$ cat src/sv/msqe_pkg.sv
package msqe_pkg;

  localparam int NUM_LISTS   = 16;
  localparam int POOL_DEPTH  = 1024;
  localparam int VALUE_WIDTH = 32;

  localparam int PTR_W      = $clog2(POOL_DEPTH);
  localparam int CNT_W      = $clog2(POOL_DEPTH + 1);
  localparam int LIST_IDX_W = (NUM_LISTS > 1) ? $clog2(NUM_LISTS) : 1;

  localparam logic [1:0] MODE_CREATE = 2'd0;
  localparam logic [1:0] MODE_PUSH   = 2'd1;
  localparam logic [1:0] MODE_POP    = 2'd2;
  localparam logic [1:0] MODE_NONE   = 2'd3;

  localparam logic [2:0] ST_OK      = 3'd0;
  localparam logic [2:0] ST_EXISTS  = 3'd1;
  localparam logic [2:0] ST_MISSING = 3'd2;
  localparam logic [2:0] ST_EMPTY   = 3'd3;
  localparam logic [2:0] ST_FULL    = 3'd4;

  typedef struct packed {
    logic [1:0]         mode;
    logic [3:0]         list_id;
    logic               kind;
    logic signed [31:0] value;
  } cmd_t;

  typedef struct packed {
    logic [2:0]         status;
    logic signed [31:0] popped_value;
    logic               value_valid;
  } res_t;

  // Port requests toward the node value and node link memories.
  typedef struct packed {
    logic                   val_we;
    logic                   link_we;
    logic [PTR_W-1:0]       waddr;
    logic [VALUE_WIDTH-1:0] val_wdata;
    logic [PTR_W-1:0]       link_wdata;
    logic [PTR_W-1:0]       raddr;
  } mem_req_t;

endpackage

$ cat src/sv/msqe_seq.sv
module msqe_seq (
  input  logic                             clk,
  input  logic                             rst,
  input  logic                             start,
  input  msqe_pkg::cmd_t                   cmd_in,
  input  logic [msqe_pkg::VALUE_WIDTH-1:0] val_rdata,
  input  logic [msqe_pkg::PTR_W-1:0]       link_rdata,
  output msqe_pkg::mem_req_t               mem_req,
  output logic                             busy,
  output logic                             done,
  output msqe_pkg::res_t                   res
);

  localparam logic [2:0] S_IDLE      = 3'd0;
  localparam logic [2:0] S_DECODE    = 3'd1;
  localparam logic [2:0] S_PUSH_WAIT = 3'd2;
  localparam logic [2:0] S_PUSH_WR   = 3'd3;
  localparam logic [2:0] S_PUSH_LINK = 3'd4;
  localparam logic [2:0] S_POP_WAIT  = 3'd5;

  logic [2:0]                       state;
  logic [2:0]                       state_next;
  msqe_pkg::cmd_t                   cmd;
  logic [msqe_pkg::PTR_W-1:0]       node;
  logic [msqe_pkg::CNT_W-1:0]       fresh_ptr;
  logic [msqe_pkg::PTR_W-1:0]       free_head;
  logic [msqe_pkg::CNT_W-1:0]       free_count;

  logic                             list_exists   [msqe_pkg::NUM_LISTS];
  logic                             list_is_queue [msqe_pkg::NUM_LISTS];
  logic [msqe_pkg::PTR_W-1:0]       head_ptr      [msqe_pkg::NUM_LISTS];
  logic [msqe_pkg::PTR_W-1:0]       tail_ptr      [msqe_pkg::NUM_LISTS];
  logic [msqe_pkg::CNT_W-1:0]       entry_count   [msqe_pkg::NUM_LISTS];

  logic [msqe_pkg::LIST_IDX_W-1:0]  id;
  logic                             id_ok;
  logic                             cnt_zero;

  assign id       = cmd.list_id[msqe_pkg::LIST_IDX_W-1:0];
  assign id_ok    = int'(cmd.list_id) < msqe_pkg::NUM_LISTS;
  assign cnt_zero = (entry_count[id] == '0);
  assign busy     = (state != S_IDLE);

  always_comb begin
    state_next          = state;
    done                = 1'b0;
    res                 = '0;
    mem_req             = '0;
    mem_req.waddr       = node;
    mem_req.val_wdata   = cmd.value[msqe_pkg::VALUE_WIDTH-1:0];
    // Push reads the link of the free-list head; pop reads the list head.
    mem_req.raddr       = (cmd.mode == msqe_pkg::MODE_POP) ? head_ptr[id] : free_head;
    case (state)
      S_IDLE: begin
        if (start) begin
          state_next = S_DECODE;
        end
      end
      S_DECODE: begin
        done       = 1'b1;
        state_next = S_IDLE;
        res.status = msqe_pkg::ST_OK;
        if (cmd.mode == msqe_pkg::MODE_NONE) begin
          res.status = msqe_pkg::ST_OK;
        end else if (!id_ok) begin
          res.status = msqe_pkg::ST_MISSING;
        end else if (cmd.mode == msqe_pkg::MODE_CREATE) begin
          if (list_exists[id]) begin
            res.status = msqe_pkg::ST_EXISTS;
          end
        end else if (!list_exists[id]) begin
          res.status = msqe_pkg::ST_MISSING;
        end else if (cmd.mode == msqe_pkg::MODE_PUSH) begin
          if (free_count != '0) begin
            done       = 1'b0;
            state_next = S_PUSH_WAIT;
          end else if (fresh_ptr != msqe_pkg::CNT_W'(msqe_pkg::POOL_DEPTH)) begin
            done       = 1'b0;
            state_next = S_PUSH_WR;
          end else begin
            res.status = msqe_pkg::ST_FULL;
          end
        end else begin
          if (cnt_zero) begin
            res.status = msqe_pkg::ST_EMPTY;
          end else begin
            done       = 1'b0;
            state_next = S_POP_WAIT;
          end
        end
      end
      S_PUSH_WAIT: begin
        state_next = S_PUSH_WR;
      end
      S_PUSH_WR: begin
        mem_req.val_we     = 1'b1;
        mem_req.link_we    = 1'b1;
        mem_req.link_wdata = (cnt_zero || list_is_queue[id]) ? '0 : head_ptr[id];
        if (list_is_queue[id] && !cnt_zero) begin
          state_next = S_PUSH_LINK;
        end else begin
          done       = 1'b1;
          res.status = msqe_pkg::ST_OK;
          state_next = S_IDLE;
        end
      end
      S_PUSH_LINK: begin
        mem_req.link_we    = 1'b1;
        mem_req.waddr      = tail_ptr[id];
        mem_req.link_wdata = node;
        done               = 1'b1;
        res.status         = msqe_pkg::ST_OK;
        state_next         = S_IDLE;
      end
      S_POP_WAIT: begin
        mem_req.link_we    = 1'b1;
        mem_req.waddr      = head_ptr[id];
        mem_req.link_wdata = free_head;
        done               = 1'b1;
        res.status         = msqe_pkg::ST_OK;
        res.popped_value   = 32'(val_rdata);
        res.value_valid    = 1'b1;
        state_next         = S_IDLE;
      end
      default: begin
        state_next = S_IDLE;
      end
    endcase
  end

  // Command latch, node pointer and per-list pointers (no reset needed).
  always_ff @(posedge clk) begin
    if (state == S_IDLE && start) begin
      cmd <= cmd_in;
    end
    case (state)
      S_DECODE: begin
        node <= fresh_ptr[msqe_pkg::PTR_W-1:0];
      end
      S_PUSH_WAIT: begin
        node <= free_head;
      end
      S_PUSH_WR: begin
        if (cnt_zero) begin
          head_ptr[id] <= node;
          tail_ptr[id] <= node;
        end else if (!list_is_queue[id]) begin
          head_ptr[id] <= node;
        end
      end
      S_PUSH_LINK: begin
        tail_ptr[id] <= node;
      end
      S_POP_WAIT: begin
        if (entry_count[id] > msqe_pkg::CNT_W'(1)) begin
          head_ptr[id] <= link_rdata;
        end
      end
      default: begin
      end
    endcase
  end

  // Control state: sequencer, list flags, counts and free-list bookkeeping.
  always_ff @(posedge clk) begin
    if (rst) begin
      state      <= S_IDLE;
      fresh_ptr  <= '0;
      free_head  <= '0;
      free_count <= '0;
      for (int i = 0; i < msqe_pkg::NUM_LISTS; i++) begin
        list_exists[i]   <= 1'b0;
        list_is_queue[i] <= 1'b0;
        entry_count[i]   <= '0;
      end
    end else begin
      state <= state_next;
      case (state)
        S_DECODE: begin
          if (id_ok && cmd.mode == msqe_pkg::MODE_CREATE && !list_exists[id]) begin
            list_exists[id]   <= 1'b1;
            list_is_queue[id] <= cmd.kind;
            entry_count[id]   <= '0;
          end
          if (state_next == S_PUSH_WR) begin
            fresh_ptr <= fresh_ptr + 1'b1;
          end
        end
        S_PUSH_WAIT: begin
          free_head  <= link_rdata;
          free_count <= free_count - 1'b1;
        end
        S_PUSH_WR: begin
          entry_count[id] <= entry_count[id] + 1'b1;
        end
        S_POP_WAIT: begin
          entry_count[id] <= entry_count[id] - 1'b1;
          free_head       <= head_ptr[id];
          free_count      <= free_count + 1'b1;
        end
        default: begin
        end
      endcase
    end
  end

endmodule

$ cat config.mk
export PLATFORM = sky130hd
export DESIGN_NAME = msqe_seq
export DESIGN_NICKNAME = d
export VERILOG_FILES = /design/src/sv/msqe_pkg.sv /design/src/sv/msqe_seq.sv
export SDC_FILE = /design/constraint.sdc
export NUM_CORES = 1
export LEC_CHECK = 0
export BUFFER_PORTS_ARGS = -buffer_cell sky130_fd_sc_hd__buf_2
export CORE_MARGIN = 2
export CORE_UTILIZATION = 44
export DETAILED_ROUTE_END_ITERATION = 10
export PLACE_DENSITY = 0.66
export SETUP_SLACK_MARGIN = 0.2
export SLEW_MARGIN = 40
export SYNTH_ARGS = -nofsm -noshare
export SYNTH_HDL_FRONTEND = slang
export SYNTH_SLANG_ARGS = --single-unit
$ cat constraint.sdc
create_clock -name clk -period 7.4 [get_ports clk]
set_input_delay 0.74 -clock clk [delete_from_list [all_inputs] [get_ports clk]]
set_output_delay 0.74 -clock clk [all_outputs]
set_load 0.01 [all_outputs]
**Word level (Yosys, flattened, before mapping)**

Memories as Yosys holds them, arrays and structs flattened. A register that Yosys moved wholly into a read port is not among the register bits.
Cells that the tools add are included.

- Memories kept: 5
- Output and inout port bits: 102
- Logic and storage cells: 133
- Register bits: 84
- RAM bits: 528

- Multiplexer cells: 79
- Bitwise gates (word level): 5
- Add/sub/neg operators: 5
- Order comparisons: 1
- Reductions and logical operators: 19
- Equal/unequal tests: 10

Memory list:

| memory | depth | bits a word | read ports | clocked after memory_dff | write ports | RTL line | text |
|---|---|---|---|---|---|---|---|
| entry_count | 16 | 11 | 1 | 1 | 16 | msqe_seq.sv:33 | `logic [msqe_pkg::CNT_W-1:0] entry_count [msqe_pkg::NUM_LISTS];` |
| head_ptr | 16 | 10 | 1 | 1 | 1 | msqe_seq.sv:31 | `logic [msqe_pkg::PTR_W-1:0] head_ptr [msqe_pkg::NUM_LISTS];` |
| tail_ptr | 16 | 10 | 1 | 1 | 1 | msqe_seq.sv:32 | `logic [msqe_pkg::PTR_W-1:0] tail_ptr [msqe_pkg::NUM_LISTS];` |
| list_exists | 16 | 1 | 1 | 1 | 16 | msqe_seq.sv:29 | `logic list_exists [msqe_pkg::NUM_LISTS];` |
| list_is_queue | 16 | 1 | 1 | 1 | 16 | msqe_seq.sv:30 | `logic list_is_queue [msqe_pkg::NUM_LISTS];` |

Operator list:

| operator | count |
|---|---|
| case mux 10 bit (2 select lines) | 3 |
| 2-to-1 mux 10 bit | 5 |
| 2-to-1 mux 3 bit | 14 |
| 2-to-1 mux 1 bit | 38 |
| adder 11 x 1 -> 11 bit, second input constant | 3 |
| 2-to-1 mux 11 bit | 3 |
| 2-to-1 mux 33 bit | 1 |
| 2-to-1 mux 4 bit | 8 |
| case mux 10 bit (3 select lines) | 1 |
| case mux 11 bit (2 select lines) | 1 |
| subtractor 11 x 1 -> 11 bit, second input constant | 2 |
| case mux 3 bit (4 select lines) | 1 |
| > comparator 11 x 1 -> 1 bit, second input constant | 1 |
| zero test 11 bit | 1 |
| inequality test 11 bit, second input constant | 1 |
| nonzero test 11 bit | 1 |
| OR reduction 11 bit | 1 |
| == test 3 x 2 -> 1 bit, second input constant | 3 |
| == test 3 bit, second input constant | 2 |
| 2-to-1 mux 2 bit | 3 |
| OR 1 bit | 5 |
| == test 2 bit, second input constant | 2 |
| nonzero test 2 bit | 2 |
| == test 3 x 1 -> 1 bit, second input constant | 1 |
| 12 further kinds | 16 |

**Depth between registers and ports, before layout**

- Depth after elaboration: 10
- Depth in mapped cells: 19

**Worst setup path before layout**

No wires, ideal clock.

- Path kind: flip-flop to flip-flop
- From: reg (tool-made name)
- To: mem tail_ptr[11][0] in the netlist's numbering, enable pin
- Library setup time: 0.376 ns
- Arrival time: 4.075 ns
- Clock period less this slack: 4.452 ns
- Stages on the path, launching flop included: 17
- Setup slack: 2.948 ns
- Cell sequence: dfxtp_1 -> buf_6 -> buf_6 -> buf_6 -> buf_6 -> buf_6 -> mux4_2 -> a22oi_1 -> and3_1 -> buf_2 -> ha_1 -> o211ai_2 -> or4_4 -> or2_0 -> a21boi_1 -> buf_2 -> nor2_1

RTL lines:

| item | RTL line |
|---|---|
| end: declaration | msqe_seq.sv:32 |

==> out/results.txt <==
Leak Pwr = 10.27 nW
Post-synthesis sequential area ratio = 0.6747
Post-CTS setup buffers = 0
Crit path arrival time = 5050 ps
Number of placement rows = 90
Routed WL = 69480 um
Worst-case clock skew = 19.98 ps
Pwr Density = 248.5 nW/um^2
Worst path max stage delay = 750 ps
Mapped Avg Cell Area = 15.45 sq um
Hold Path Class = input pin to flip-flop
Unrepaired setup endpoints after global routing = no
Worst path cell trace = buf_4, mux4_2, a22oi_1, nand2_1, or4_4, or3_1, nor2_1, o21ai_0, a21oi_1, buf_2
Fin crit period = 5792 ps
Final Cell Area = 30230 sq um
Syn Nets = 1821
Die W = 249.9 um
Relative slew slack = 0.3909
I/O Buffers = 185
Post-DP HPWL = 47710 um
Max Cap Viol = 0
Dpl cells = 2581
Synth async-reset ratio = 0
Max VDD drop = 0.0001698 V
Number of enable flip-flop cells after synthesis = 561
Endpoints failing setup = 0
Core Footprint = 60020 sq um
Fillers = 4831
Critical-path maximum fanout = 32
Slew @ Worst Pin = 911.2 ps
Crit Path Category = flip-flop to primary output
# diodes = 0
Clock Sinks = 616
Final-report max-slew violation count = 0
Top Ports = 186
Number of nets in the layout = 1961
Core Util, Final = 0.5037
CP Launch Type = flip-flop
Count of different cell masters after synthesis = 66
Synthesized cell area = 26600 sq um
CTS resizes = 0
Antenna violations before repair = 0
Final hold slack = 284.1 ps
Tcrit/Tclk final = 0.7826
Detailed-route DRC error count = 0
Synthesized instance count = 1722
Vias per cell = 5.944
CP Data Required Time = 6660 ps
Total Die Area = 62440 sq um
Initial Util = 0.4432
Router iterations before antenna repair = 6
Longest Clk Path Bufs = 3
Starting DRC count in detailed routing = 1798
Largest net degree at the start of global routing = 62
Vias = 16020
Total GRT Usage = 0.2222
PnR Total Power = 7.513 mW
Share of cells above drive strength 1 = 0.2786
Setup slack after layout = 1608 ps
Yosys warnings = 0
Clock Tree Root = clkbuf_16
Wire length per cell = 25.78 um
CTS buffer count = 61
Hold-fix buffers at CTS = 0
Maximum clock rate = 172.7 MHz
Clock latency reported for the late side of the worst-skew pair = 640 ps
Area growth, synth to finish = 13.66%
Finished Layout Cells = 2695
Count of state elements after synthesis = 616
Antenna-violating nets left = 0
CP max stage cell = dfxtp_4
Predominant post-synthesis flop cell = edfxtp_1
Final estimated routing congestion in global placement = 0.8574
Dpl ws = 1926 ps
GRT overflow = 0
Clock transition at path regs = 60 ps
Die Ht = 249.9 um
Critical Path Sink Type = primary output
Vias in the first global route = 15750
Max H-tree Level = 2
Status = finished clean
Fin. Hold Viols = 0
First-pass GRT wire length = 103500 um
Setup TNS = 0 ps
Placed Instance Area = 28270 sq um
R2r setup slk = 2050 ps
CTS tree = yes
-- cells by family (layout without fill, tap and decap cells) --
| group | Yosys count | in the layout | synth area share |
|---|---|---|---|
| AO/OA/AOI/OAI | 182 | 182 | 0.04722 |
| XOR/XNOR | 14 | 14 | 0.004610 |
| adder cells (fa/ha/maj) | 15 | 15 | 0.007338 |
| buffers and inverters | 161 | 352 | 0.03015 |
| flip-flops | 616 | 616 | 0.6747 |
| multiplexers | 197 | 197 | 0.1470 |
| AND/OR/NAND/NOR | 537 | 537 | 0.08895 |
-- flip-flops by register name, indices dropped and copies added (netlist names), named ones only --
signal	flops
entry_count	176
head_ptr	160
tail_ptr	160
mem_req	32
list_exists	16
list_is_queue	16
free_count	11
fresh_ptr	11
free_head	10
node	10
id	4
cmd	3
state	3
-- synthesized netlist by cell type (3+ instances only) --
library cell | number | area share
or3_1 | 6 | 0.0014
nor3_1 | 11 | 0.0021
inv_1 | 12 | 0.0017
a22o_1 | 4 | 0.0013
nand2_1 | 115 | 0.016
a22oi_1 | 23 | 0.0065
xnor2_1 | 6 | 0.0020
a21o_1 | 3 | 0.00085
mux2_2 | 17 | 0.0072
o21ai_1 | 5 | 0.00094
nor2b_1 | 11 | 0.0026
a221o_1 | 4 | 0.0015
xor2_1 | 8 | 0.0026
mux2i_1 | 17 | 0.0064
a211oi_1 | 3 | 0.00085
nand2b_1 | 12 | 0.0028
mux4_2 | 152 | 0.13
buf_2 | 11 | 0.0021
o21ai_0 | 38 | 0.0071
mux2_1 | 10 | 0.0042
and2_1 | 3 | 0.00071
o2bb2ai_1 | 27 | 0.0089
nand3_1 | 28 | 0.0053
buf_6 | 8 | 0.0034
nor2_2 | 10 | 0.0024
ha_1 | 14 | 0.0066
edfxtp_1 | 561 | 0.63
nor2_1 | 274 | 0.039
nand4_1 | 6 | 0.0014
o21bai_1 | 3 | 0.00085
buf_4 | 33 | 0.0093
clkbuf_1 | 87 | 0.012
o22ai_1 | 4 | 0.00094
a31oi_1 | 12 | 0.0028
dfxtp_1 | 55 | 0.041
buf_1 | 6 | 0.00085
and3_1 | 37 | 0.0087
o31ai_1 | 4 | 0.0011
nor4b_1 | 4 | 0.0013
a21oi_1 | 32 | 0.0060
nor4_1 | 11 | 0.0026
o2111ai_1 | 4 | 0.0013
-- worst max-delay path, delay by kind of cell, from the launching register on --
kind	cells	cell delay (ps)
AND/OR/NAND/NOR	4	1650
flip-flops	1	750
multiplexers	1	560
AO/OA/AOI/OAI	3	670
buffers and inverters	2	750
-- metal layers --
| layer | GRT usage | wire length, um | up-vias |
|---|---|---|---|
| li1 | - | - | 6909 |
| met1 | 0.3090 | 27900 | 8193 |
| met2 | 0.3530 | 33170 | 796 |
| met3 | 0.04141 | 6060 | 122 |
| met4 | 0.07694 | 2352 | 0 |
| met5 | 0 | 0 | - |
-- layout make-up --
class,count,area [sq um],share of cell area
multi-input cells,945,8015,0.2651
repair buffers,222,1294,0.04279
clock inverters,24,196.4,0.006497
inverters,16,60.06,0.001986
flip-flops and latches,616,17960,0.5941
clock buffers,90,1727,0.05711
well taps,782,978.4,0.03236
-- cells in the final DEF (no fill, tap or decap), types with 11 or more instances in the layout --
| cell type | n |
|---|---|
| edfxtp_1 | 561 |
| nor2_1 | 260 |
| buf_2 | 185 |
| mux4_2 | 152 |
| nand2_1 | 115 |
| clkbuf_16 | 62 |
| dfxtp_1 | 50 |
| o21ai_0 | 38 |
| and3_1 | 34 |
| a21oi_1 | 32 |
| nand3_1 | 27 |
| o2bb2ai_1 | 27 |
| a22oi_1 | 23 |
| nor2_2 | 23 |
| clkbuf_1 | 21 |
| mux2_2 | 17 |
| mux2i_1 | 17 |
| buf_4 | 17 |
| buf_6 | 16 |
| ha_1 | 14 |
| inv_1 | 12 |
| nand2b_1 | 12 |
| a31oi_1 | 12 |
| clkinv_2 | 12 |
| nor2b_1 | 11 |
| nor3_1 | 11 |
-- where the power goes --
part	leakage (nW)	total (mW)	switching (mW)	internal (mW)
registers	5.79	3.89	0.0572	3.83
clock network	0.945	2.99	1.31	1.68
logic	3.54	0.632	0.381	0.251
total	10.3	7.51	1.74	5.77
-- path summary, 6_finish.rpt --
| path | depth (start not counted) | from | end |
|---|---|---|---|
| hold / removal | 1 | cmd_in[18] | mem_req[38] |
| setup reg to reg | 10 | flip-flop | head_ptr[0][6] |
| setup / recovery | 10 | flip-flop | res[34] |
| hold reg to reg | 1 | list_exists[3] | list_exists[3] |
Note: power is estimated with default switching activity, not from simulation.
